`config.mk`:
```
export PLATFORM = sky130hd
export DESIGN_NAME = websocket_frame_deframer
export DESIGN_NICKNAME = d
export VERILOG_FILES = /design/src/hdl/wsdf_pkg.sv /design/src/hdl/websocket_frame_deframer.sv /design/src/hdl/wsdf_cfg.sv /design/src/hdl/wsdf_parser.sv
export SDC_FILE = /design/constraint.sdc
export NUM_CORES = 1
export LEC_CHECK = 0
export BUFFER_PORTS_ARGS = -buffer_cell sky130_fd_sc_hd__buf_2
export CAP_MARGIN = 20
export CORE_ASPECT_RATIO = 1.1
export CORE_MARGIN = 4
export CORE_UTILIZATION = 47
export CTS_CLUSTER_DIAMETER = 80
export DETAILED_ROUTE_END_ITERATION = 8
export PLACE_DENSITY = 0.65
export SLEW_MARGIN = 10
export SYNTH_ARGS = -nofsm -noshare
export SYNTH_HDL_FRONTEND = slang
export SYNTH_SLANG_ARGS = --single-unit
```
`constraint.sdc`:
```
create_clock -name aclk -period 8.1 [get_ports aclk]
set_input_delay 1.62 -clock aclk [delete_from_list [all_inputs] [get_ports aclk]]
set_output_delay 1.62 -clock aclk [all_outputs]
set_load 0.05 [all_outputs]
```
`src/hdl/wsdf_pkg.sv`:
```
// ----------------------------------------------------------------------------
// wsdf_pkg
// Shared types, codes and helpers of the websocket frame deframer.
// ----------------------------------------------------------------------------
`default_nettype none

package wsdf_pkg;

    // parser phase
    typedef enum logic [2:0] {
        PH_HDR0 = 3'd0,
        PH_HDR1 = 3'd1,
        PH_EXT  = 3'd2,
        PH_KEY  = 3'd3,
        PH_DATA = 3'd4
    } phase_t;

    // result status codes
    typedef enum logic [1:0] {
        ST_OK      = 2'd0,
        ST_CLOSE   = 2'd1,
        ST_UNSUP   = 2'd2,
        ST_TOOLONG = 2'd3
    } status_t;

    // opcodes with special meaning
    localparam logic [3:0] OP_CONT  = 4'd0;
    localparam logic [3:0] OP_TEXT  = 4'd1;
    localparam logic [3:0] OP_BIN   = 4'd2;
    localparam logic [3:0] OP_CLOSE = 4'd8;
    localparam logic [3:0] OP_PING  = 4'd9;
    localparam logic [3:0] OP_PONG  = 4'd10;

    // 7-bit length escapes
    localparam logic [6:0] LEN_EXT16 = 7'd126;
    localparam logic [6:0] LEN_EXT64 = 7'd127;

    // register map
    localparam int          CFG_ADDR_W      = 3;
    localparam logic        REG_MAX_PAYLOAD = 1'b0;
    localparam logic [31:0] MAX_PAYLOAD_RST = 32'd1048576;

    // one result
    typedef struct packed {
        status_t    status;
        logic       frame_end;
        logic [3:0] frame_opcode;
        logic       is_text;
        logic       has_data;
        logic [7:0] data_byte;
    } result_t;

    // opcodes whose payload is forwarded
    function automatic logic op_passes(input logic [3:0] op);
        op_passes = (op == OP_CONT) || (op == OP_TEXT) || (op == OP_BIN) ||
                    (op == OP_PING) || (op == OP_PONG);
    endfunction

    // status closing a frame of this opcode
    function automatic status_t done_status(input logic [3:0] op);
        if (op == OP_CLOSE) begin
            done_status = ST_CLOSE;
        end else if (!op_passes(op)) begin
            done_status = ST_UNSUP;
        end else begin
            done_status = ST_OK;
        end
    endfunction

endpackage

`default_nettype wire

```
`src/hdl/websocket_frame_deframer.sv`:
```
// Path: an accepted byte is held in the input register, parsed combinationally
// when it advances, and its result is registered onto m_*.
// Throughput: one byte per cycle while the output register is empty or being
// taken; the input register advances only then, so the parser stalls otherwise.
// Reset (aresetn low, synchronous): clears both valid flags, the parser state
// and the halt flag, and loads the length limit with 1048576.
// ----------------------------------------------------------------------------
// websocket_frame_deframer
// Parses a received byte stream into websocket frames and emits unmasked
// payload bytes, frame ends and status results.
// ----------------------------------------------------------------------------
`default_nettype none

module websocket_frame_deframer (
    input  wire logic                            aclk,
    input  wire logic                            aresetn,
    // input byte stream
    input  wire logic                            s_tvalid,
    output logic                                 s_tready,
    input  wire logic [7:0]                      s_tdata,   // [7:0] rx_byte
    // result stream
    output logic                                 m_tvalid,
    input  wire logic                            m_tready,
    output logic [7:0]                           m_tdata,   // [7:0] data_byte
    output logic                                 m_tlast,   // frame_end
    // [0] has_data, [1] is_text, [5:2] frame_opcode, [7:6] status
    output logic [7:0]                           m_tuser,
    // configuration
    input  wire logic                            psel,
    input  wire logic                            penable,
    input  wire logic                            pwrite,
    input  wire logic [wsdf_pkg::CFG_ADDR_W-1:0] paddr,
    input  wire logic [31:0]                     pwdata,
    output logic [31:0]                          prdata,
    output logic                                 pready
);

    logic              in_valid_reg;
    logic [7:0]        in_data_reg;
    logic              out_valid_reg;
    wsdf_pkg::result_t out_res_reg;
    logic              advance;
    logic              res_valid;
    wsdf_pkg::result_t res;
    logic [31:0]       max_payload_len;

    wsdf_cfg u_cfg (
        .aclk            (aclk),
        .aresetn         (aresetn),
        .psel            (psel),
        .penable         (penable),
        .pwrite          (pwrite),
        .paddr           (paddr),
        .pwdata          (pwdata),
        .prdata          (prdata),
        .pready          (pready),
        .max_payload_len (max_payload_len)
    );

    // Advance the held byte into the parser when the result slot frees up.
    assign advance  = in_valid_reg && (!out_valid_reg || m_tready);
    assign s_tready = !in_valid_reg || advance;

    // Hold the accepted request until the parser consumes it.
    always_ff @(posedge aclk) begin
        if (!aresetn) begin
            in_valid_reg <= 1'b0;
        end else if (s_tready) begin
            in_valid_reg <= s_tvalid;
        end
    end

    always_ff @(posedge aclk) begin
        if (s_tvalid && s_tready) begin
            in_data_reg <= s_tdata;
        end
    end

    wsdf_parser u_parser (
        .aclk            (aclk),
        .aresetn         (aresetn),
        .step            (advance),
        .rx_byte         (in_data_reg),
        .max_payload_len (max_payload_len),
        .res_valid       (res_valid),
        .res             (res)
    );

    // Load a result on advance; drop it once the sink takes it.
    always_ff @(posedge aclk) begin
        if (!aresetn) begin
            out_valid_reg <= 1'b0;
        end else if (advance) begin
            out_valid_reg <= res_valid;
        end else if (m_tready) begin
            out_valid_reg <= 1'b0;
        end
    end

    always_ff @(posedge aclk) begin
        if (advance) begin
            out_res_reg <= res;
        end
    end

    assign m_tvalid = out_valid_reg;
    assign m_tdata  = out_res_reg.data_byte;
    assign m_tlast  = out_res_reg.frame_end;
    assign m_tuser  = {out_res_reg.status, out_res_reg.frame_opcode,
                       out_res_reg.is_text, out_res_reg.has_data};

endmodule

`default_nettype wire

```
`src/hdl/wsdf_cfg.sv`:
```
// ----------------------------------------------------------------------------
// wsdf_cfg
// APB register file: holds the payload length limit.
// ----------------------------------------------------------------------------
`default_nettype none

module wsdf_cfg (
    input  wire logic                            aclk,
    input  wire logic                            aresetn,
    input  wire logic                            psel,
    input  wire logic                            penable,
    input  wire logic                            pwrite,
    input  wire logic [wsdf_pkg::CFG_ADDR_W-1:0] paddr,
    input  wire logic [31:0]                     pwdata,
    output logic [31:0]                          prdata,
    output logic                                 pready,
    output logic [31:0]                          max_payload_len
);

    logic        max_len_sel;
    logic [31:0] max_payload_reg;
    logic        wr_hit;

    assign pready = 1'b1;
    assign max_len_sel = (paddr[2] == wsdf_pkg::REG_MAX_PAYLOAD);
    assign wr_hit = psel && penable && pwrite && pready && max_len_sel;

    always_ff @(posedge aclk) begin
        if (!aresetn) begin
            max_payload_reg <= wsdf_pkg::MAX_PAYLOAD_RST;
        end else if (wr_hit) begin
            max_payload_reg <= pwdata;
        end
    end

    assign prdata = max_len_sel ? max_payload_reg : 32'd0;
    assign max_payload_len = max_payload_reg;

endmodule

`default_nettype wire

```
`src/hdl/wsdf_parser.sv`:
```
// ----------------------------------------------------------------------------
// wsdf_parser
// Frame parser state and its single-pass next-state and result logic.
// ----------------------------------------------------------------------------
`default_nettype none

module wsdf_parser (
    input  wire logic            aclk,
    input  wire logic            aresetn,
    input  wire logic            step,
    input  wire logic [7:0]      rx_byte,
    input  wire logic [31:0]     max_payload_len,
    output logic                 res_valid,
    output wsdf_pkg::result_t    res
);

    wsdf_pkg::phase_t phase_reg, phase_next;
    logic [3:0]       opcode_reg, opcode_next;
    logic             mask_on_reg, mask_on_next;
    logic [63:0]      length_reg, length_next;
    logic [2:0]       cnt_reg, cnt_next;
    logic [31:0]      key_reg, key_next;
    logic [31:0]      index_reg, index_next;
    logic             halted_reg, halted_next;

    logic [6:0]  len7;
    logic        len_escape;
    logic [63:0] len_new;
    logic        is_known;
    logic        key_done;
    logic        data_last;
    logic        over;
    logic        mask_new;
    logic        go_key;
    logic        go_start;
    logic        zero_len;
    logic        go_done;
    logic        emit_data;
    logic        passes;
    logic        act;
    logic [7:0]  key_byte;
    wsdf_pkg::status_t st_done;

    assign len7       = rx_byte[6:0];
    assign len_escape = (len7 == wsdf_pkg::LEN_EXT16) || (len7 == wsdf_pkg::LEN_EXT64);
    assign passes     = wsdf_pkg::op_passes(opcode_reg);
    assign st_done    = wsdf_pkg::done_status(opcode_reg);
    assign act        = step && !halted_reg;

    // decode what this byte completes
    always_comb begin
        len_new   = length_reg;
        is_known  = 1'b0;
        key_done  = 1'b0;
        data_last = 1'b0;
        case (phase_reg)
            wsdf_pkg::PH_HDR1: begin
                len_new  = len_escape ? 64'd0 : {57'd0, len7};
                is_known = !len_escape;
            end
            wsdf_pkg::PH_EXT: begin
                len_new  = {length_reg[55:0], rx_byte};
                is_known = (cnt_reg == 3'd0);
            end
            wsdf_pkg::PH_KEY: begin
                key_done = (cnt_reg == 3'd0);
            end
            wsdf_pkg::PH_DATA: begin
                data_last = (({1'b0, index_reg} + 33'd1) >= {1'b0, length_reg[31:0]});
            end
            default: begin
            end
        endcase
    end

    assign over      = act && is_known &&
                       ((|len_new[63:32]) || (len_new[31:0] > max_payload_len));
    assign mask_new  = (phase_reg == wsdf_pkg::PH_HDR1) ? rx_byte[7] : mask_on_reg;
    assign go_key    = act && is_known && !over && mask_new;
    assign go_start  = act && ((is_known && !over && !mask_new) || key_done);
    assign zero_len  = ~(|len_new);
    assign go_done   = (go_start && zero_len) || (act && data_last && !passes);
    assign emit_data = act && (phase_reg == wsdf_pkg::PH_DATA) && passes;

    // mask key byte for this payload position, first key byte first
    always_comb begin
        case (index_reg[1:0])
            2'd0:    key_byte = key_reg[31:24];
            2'd1:    key_byte = key_reg[23:16];
            2'd2:    key_byte = key_reg[15:8];
            default: key_byte = key_reg[7:0];
        endcase
        if (!mask_on_reg) begin
            key_byte = 8'd0;
        end
    end

    // next state
    always_comb begin
        phase_next   = phase_reg;
        opcode_next  = opcode_reg;
        mask_on_next = mask_on_reg;
        length_next  = length_reg;
        cnt_next     = cnt_reg;
        key_next     = key_reg;
        index_next   = index_reg;
        halted_next  = halted_reg;
        if (act) begin
            length_next  = len_new;
            mask_on_next = mask_new;
            case (phase_reg)
                wsdf_pkg::PH_HDR0: begin
                    opcode_next = rx_byte[3:0];
                    phase_next  = wsdf_pkg::PH_HDR1;
                end
                wsdf_pkg::PH_HDR1: begin
                    if (len_escape) begin
                        cnt_next   = (len7 == wsdf_pkg::LEN_EXT16) ? 3'd1 : 3'd7;
                        phase_next = wsdf_pkg::PH_EXT;
                    end
                end
                wsdf_pkg::PH_EXT: begin
                    if (cnt_reg != 3'd0) begin
                        cnt_next = cnt_reg - 3'd1;
                    end
                end
                wsdf_pkg::PH_KEY: begin
                    key_next = {key_reg[23:0], rx_byte};
                    if (cnt_reg != 3'd0) begin
                        cnt_next = cnt_reg - 3'd1;
                    end
                end
                wsdf_pkg::PH_DATA: begin
                    index_next = index_reg + 32'd1;
                    if (data_last) begin
                        phase_next = wsdf_pkg::PH_HDR0;
                    end
                end
                default: begin
                    phase_next = wsdf_pkg::PH_HDR0;
                end
            endcase
            if (is_known && !over) begin
                key_next = 32'd0;
            end
            if (go_key) begin
                cnt_next   = 3'd3;
                phase_next = wsdf_pkg::PH_KEY;
            end
            if (go_start) begin
                index_next = 32'd0;
                phase_next = zero_len ? wsdf_pkg::PH_HDR0 : wsdf_pkg::PH_DATA;
            end
            if (over) begin
                halted_next = 1'b1;
                phase_next  = wsdf_pkg::PH_HDR0;
            end
            if (go_done && (st_done != wsdf_pkg::ST_OK)) begin
                halted_next = 1'b1;
            end
        end
    end

    // result
    always_comb begin
        res_valid        = over || go_done || emit_data;
        res.data_byte    = 8'd0;
        res.has_data     = 1'b0;
        res.is_text      = (opcode_reg == wsdf_pkg::OP_TEXT);
        res.frame_opcode = opcode_reg;
        res.frame_end    = 1'b1;
        res.status       = wsdf_pkg::ST_OK;
        if (over) begin
            res.status = wsdf_pkg::ST_TOOLONG;
        end else if (go_done) begin
            res.status = st_done;
        end else if (emit_data) begin
            res.data_byte = rx_byte ^ key_byte;
            res.has_data  = 1'b1;
            res.frame_end = data_last;
        end
    end

    always_ff @(posedge aclk) begin
        if (!aresetn) begin
            phase_reg   <= wsdf_pkg::PH_HDR0;
            opcode_reg  <= 4'd0;
            mask_on_reg <= 1'b0;
            length_reg  <= 64'd0;
            cnt_reg     <= 3'd0;
            key_reg     <= 32'd0;
            index_reg   <= 32'd0;
            halted_reg  <= 1'b0;
        end else begin
            phase_reg   <= phase_next;
            opcode_reg  <= opcode_next;
            mask_on_reg <= mask_on_next;
            length_reg  <= length_next;
            cnt_reg     <= cnt_next;
            key_reg     <= key_next;
            index_reg   <= index_next;
            halted_reg  <= halted_next;
        end
    end

endmodule

`default_nettype wire

```
==> results of run 1 <==
-- through the flow --
stage,worst slack (ns),hold WS [ns],instance area [sq um],std cells,util (%)
floorplan,3.867,0.4353,11560,1484,-
global placement,2.788,0.4414,12180,1806,50.92
detailed placement,2.736,0.4465,12220,1808,51.10
CTS,2.728,0.4568,12760,1840,53.36
global route,2.263,0.4701,12760,1840,53.36
finish,2.714,0.4553,12760,1840,53.36
-- power by group --
part / switching, W / total (W) / internal, W
combinational: 0.000196 / 0.000307 / 0.000111
clock: 0.000403 / 0.000803 / 0.000401
sequential: 0.0000345 / 0.00106 / 0.00102
total: 0.000633 / 0.00217 / 0.00153
-- final cells by class --
cell class / instances / area [sq um]
sequential: 199 / 4237
timing repair buffer: 117 / 660.6
inverter: 84 / 316.6
tap: 305 / 381.6
multi-input combinational: 1103 / 6626
fill: 2371 / 11160
clock buffer: 18 / 429.2
clock inverter: 14 / 111.4
-- layer usage --
metal | track usage (%) | vias to the layer above | part of all wire (%)
met3 | 4.172 | 53 | 5.7
li1 | - | 5285 | -
met2 | 35.01 | 294 | 45
met1 | 31.77 | 4857 | 47
met5 | 0 | - | 0
met4 | 6.633 | 0 | 2.5
-- worst min-delay path: stages (launching register included) --
cell     delay (ns)
dfxtp_1        0.31
nand2_1        0.05
a21oi_1        0.05
-- cells in the final DEF (no fill, tap or decap), drive strengths merged, types with 19 or more instances in the layout --
master / instances
nand2: 239
dfxtp: 174
a21oi: 173
nor2: 145
buf: 117
inv: 90
ha: 70
nand3: 42
a211oi: 42
o21ai: 37
nand4: 33
nand2b: 32
xnor2: 32
edfxtp: 25
nor3: 25
xor2: 22
a2bb2oi: 20
nor2b: 19
-- cells by family after synthesis --
group	count (synthesis)	synth area share, %
compound gates	372	20.72
xor+xnor	54	4.090
flops	199	36.61
other cells	1	0.03243
simple gates	602	24.38
fa+ha+maj	70	7.573
buf+inv	182	6.253
mux	4	0.3462
-- worst max path at each step --
stage | slack (ns) | from | endpoint | cells after the start
6_report | 2.71 | u_parser.phase_reg[0] | u_parser.key_reg[14] | 14
4_1_cts | 2.73 | u_parser.phase_reg[0] | u_parser.key_reg[14] | 14
3_5_place_dp | 2.74 | u_parser.phase_reg[0] | u_parser.key_reg[14] | 14
3_3_place_gp | 2.79 | u_parser.phase_reg[0] | u_parser.key_reg[22] | 14
5_1_grt | 2.26 | u_parser.phase_reg[0] | u_parser.key_reg[14] | 14
2_1_floorplan | 3.87 | paddr[2] | prdata[10] | 3
==> impl_metrics.toml, run 1 <==
[synth]
syn_area_sq_mm = 0.01156
ys.flop_type = "dfxtp_1"
synth.most_common_cell = "nand2_1"
ys_types = 68
syn-instance-count = 1484
seq_area_frac_synth_pct = 36.61
synthArstFlopShare_pct = 0
yosys-top-cells-count = "238 x nand2_1, 174 x dfxtp_1, 172 x a21oi_1"
syn_nets = 1604
synth.top_cell.area_share_pct = 30.12
ys_ff_latch = 199
avgSynthCellArea_sq_um = 7.793
synth_edf_count = 25
yosysTopAreaCell = "dfxtp_1"
yosys_warnings = 0
ys_top_cells_by_area = "dfxtp_1 30%, nand2_1 7.7%, ha_1 7.6%"

[sta]
drv_slew = 0
finalClockSkew_ns = 0.01495
setup_tns_ns = 0
tightestPinTransition_ns = 0.9047
hold_viol = 0
timing.slew.headroom_pct = 39.69
max_clock_freq_ghz = 0.1857
fin_crit_sh_pct = 66.50
period_needed_ns = 5.386
setup_viol = 0
rsz0062_at_grt = "no"

[cts]
clkTransAtPathRegs_ns = 0.08
cts-root-buf = "clkbuf_16"
htree_num_levels = 4
insertion_delay_ns = 0.44
cts.sinks = 199
tritoncts = "done"
post_cts_buffers = 0
postCtsResizedCells = 0
cts_buffers = 17
postCtsHoldBufs = 0
clockBufferDepth = 2

[grt]
grt_pass1_wl_um = 50490
first_global_vias = 9724
antenna_found_initial = 0
grt_overflow_total = 0
grt_max_degree = 73
grtUsageTotal_pct = 22.49

[placement]
port_buffers = 98
gp_congestion = 0.8996
dp_hpwl_um = 21620

[drt]
drt-pass1-iter-count = 6
drt_iter0_drc = 883
wl_um = 30950
vias_per_cell = 5.701
drc = 0
vias = 10490
wl_per_cell_um = 16.82
postRouteAntennaNets = 0

[run]
max-cap-violations = 0

[power_and_ir_drop]
p_per_area_mw_per_mm2 = 169.9
total_power_w = 0.002168
vdd_drop_max_uv = 102.0
p_leak_nw = 4.811

[critical_path]
cp_data_arrival_time_ns = 5.71
crit_type = "reg -> reg"
reg2reg_depth = 14
r2r_setup_slack_ns = 2.71
required_ns = 8.43
worstReg2RegEnd = "u_parser.key_reg[14]"
startpoint_type = "flip-flop"
cpPeakStageDelay_ns = 0.80
cp_max_fo = 37
rr_startpoint = "u_parser.phase_reg[0]"
path_cells = "buf_4, nor2_1, or2_2, a22o_1, ha_1, nand4_1, or4_1, o21ai_0, o22ai_1, a21oi_1, nand2_1, o21ai_2, buf_4, a21oi_1"
slowest_stage = "dfxtp_2"
path_buf_inv = 2
end_kind = "flip-flop"
path_delay_family = "simple AND/OR/NAND/NOR gates"

[floorplan]
start_util_pct = 48.35
ios = 102
die_h_um = 172.5
die_area_sq_mm = 0.02718
die_w_um = 157.6
std_cell_rows = 59
core_area_sq_mm = 0.02392

[min_path]
hold_path_depth = 2
worstHoldPathType = "reg -> reg"
hp-start = "u_cfg.max_payload_len[26]"
whs_endpoint = "u_cfg.max_payload_len[26]"

[final_layout]
syn2layout_area_growth_pct = 10.35
largest_reg_flops = 64
nets = 1642
layout-drive-gt1-share_pct = 11.07
insertedDiodeCount = 0

[status]
status = "finished, final reports clean"
(Power assumes the default switching activity.)
==> inputs of run 2 (changes only) <==
- PLACE_DENSITY: 0.65 -> 0.68
- clock period: 8.1 -> 4.4 ns (I/O delays scaled with it)
==> impl_metrics.toml, run 2 (synthesis results as in run 1) <==
[grt]
grt_overflow_total = 0
first_global_vias = 10020
grt_pass1_wl_um = 50950
antenna_found_initial = 0
grtUsageTotal_pct = 22.52
grt_max_degree = 87
gr-usage-met2_pct = 34.82
grt.busiest_layer = "met2"
use_met1_pct = 31.51
grt_use_met3_pct = 3.720

[power_and_ir_drop]
total_power_w = 0.004090
p_per_area_mw_per_mm2 = 314.3
vdd_drop_max_uv = 245.2
p_leak_nw = 4.961

[drt]
vias_per_cell = 5.769
postRouteAntennaNets = 0
wl_per_cell_um = 16.65
drt-pass1-iter-count = 5
drc = 0
drt_iter0_drc = 932
wl_um = 31000
vias = 10740

[floorplan]
std_cell_rows = 59
die_w_um = 157.6
core_area_sq_mm = 0.02392
die_area_sq_mm = 0.02718
die_h_um = 172.5
ios = 102
start_util_pct = 48.35

[cts]
insertion_delay_ns = 0.44
clockBufferDepth = 2
tritoncts = "done"
postCtsHoldBufs = 0
cts.sinks = 199
cts-root-buf = "clkbuf_16"
htree_num_levels = 4
post_cts_buffers = 0
clkTransAtPathRegs_ns = 0.08
cts_buffers = 17

[critical_path]
cp_max_fo = 20
worstReg2RegEnd = "m_tuser[6]"
reg2reg_depth = 12
startpoint_type = "flip-flop"
required_ns = 4.60
r2r_setup_slack_ns = 0.22
path_cells = "nor2_1, or2_2, a22o_1, ha_1, nand4_1, or4_1, o21ai_0, o22ai_1, a21oi_1, a21oi_2, or2_2, o31a_1"
cpPeakStageDelay_ns = 0.62
slowest_stage = "or4_1"
rr_startpoint = "u_parser.phase_reg[0]"
end_kind = "flip-flop"
crit_path_frequent_cell = "or2_2"
cp_data_arrival_time_ns = 4.38
crit_type = "reg -> reg"

[status]
status = "finished, final reports clean"

[final_layout]
largest_reg_flops = 64
fin_cells = 1862
layout-drive-gt1-share_pct = 12.85
final_common_cell = "nand2_1"
insertedDiodeCount = 0
nFillCells = 2302
mostFrequentLayoutCells = "238 x nand2_1, 172 x a21oi_1, 172 x dfxtp_1"
syn2layout_area_growth_pct = 12.52
nets = 1664

[placement]
numPlacedInstances = 1829
dp_hpwl_um = 21890
gp_congestion = 0.9094
port_buffers = 98

[sta]
finalClockSkew_ns = 0.01471
setup_viol = 0
max_clock_freq_ghz = 0.2394
hold_viol = 0
timing.slew.headroom_pct = 46.86
drv_slew = 0
tightestPinTransition_ns = 0.7970
period_needed_ns = 4.177
fin_crit_sh_pct = 94.94

[min_path]
hp-start = "u_cfg.max_payload_len[12]"
hold_path_depth = 2
whs_endpoint = "u_cfg.max_payload_len[12]"
worstHoldPathType = "reg -> reg"

[run]
max-cap-violations = 0
[run 2: what timing repair did]
action | CTS | global route
pin swaps | 0 | 1
gates resized for setup | 1 | 7
cloned | 0 | 0
endpoints found under the setup margin | 5 | 7
[run 2: layer usage]
layer,part of all wire [%],wire (um)
met5,0,0
met4,3.5,1092
met3,6.4,1976
met2,45,14060
met1,45,13870
[run 2: worst max path at each step]
stage	from	endpoint	slack, ns	depth (start not counted)
after floorplan	u_parser.phase_reg[2]	m_tuser[6]	0.31	17
after global placement	u_parser.index_reg[0]	m_tuser[7]	-0.02	17
after detailed placement	u_parser.index_reg[0]	m_tuser[7]	-0.007	17
after CTS	u_parser.index_reg[0]	m_tuser[7]	0.06	17
after global routing	u_parser.index_reg[0]	u_parser.phase_reg[0]	-0.02	19
final	u_parser.phase_reg[0]	m_tuser[6]	0.22	12
[run 2: layout make-up]
type | instances | area (sq um) | share of cell area (%)
multi-input combinational | 1103 | 6665 | 51.22
sequential | 199 | 4237 | 32.56
timing repair buffer | 139 | 830.8 | 6.385
clock buffer | 17 | 425.4 | 3.269
tap | 305 | 381.6 | 2.933
inverter | 84 | 316.6 | 2.433
clock inverter | 15 | 156.4 | 1.202
[run 2: critical path, delay by kind of cell, from the launching register on]
kind                     cells  cell delay, ns
AND/OR/NAND/NOR              5            1.69
AO/OA/AOI/OAI                6            1.37
flip-flops                   1            0.52
adder cells (fa/ha/maj)      1            0.35
[run 2: power breakdown]
part	switching (W)	leakage, nW	internal [W]
Clock	0.000796	0.280	0.000758
Sequential	0.0000493	1.65	0.00188
Combinational	0.000382	3.03	0.000222
Total	0.00123	4.96	0.00286
[run 2: through the flow]
step	TNS, ns	util, %	cell area, sq um	worst slack, ns	hold WS, ns
after floorplan	0	-	11560	0.3103	0.4353
final	0	54.40	13010	0.2227	0.4569
after global placement	-0.06419	51.72	12370	-0.02415	0.4414
after CTS	0	54.22	12970	0.05904	0.4589
after detailed placement	-0.01455	51.78	12380	-0.007369	0.4472
after global routing	-0.02187	54.40	13010	-0.02053	0.4767
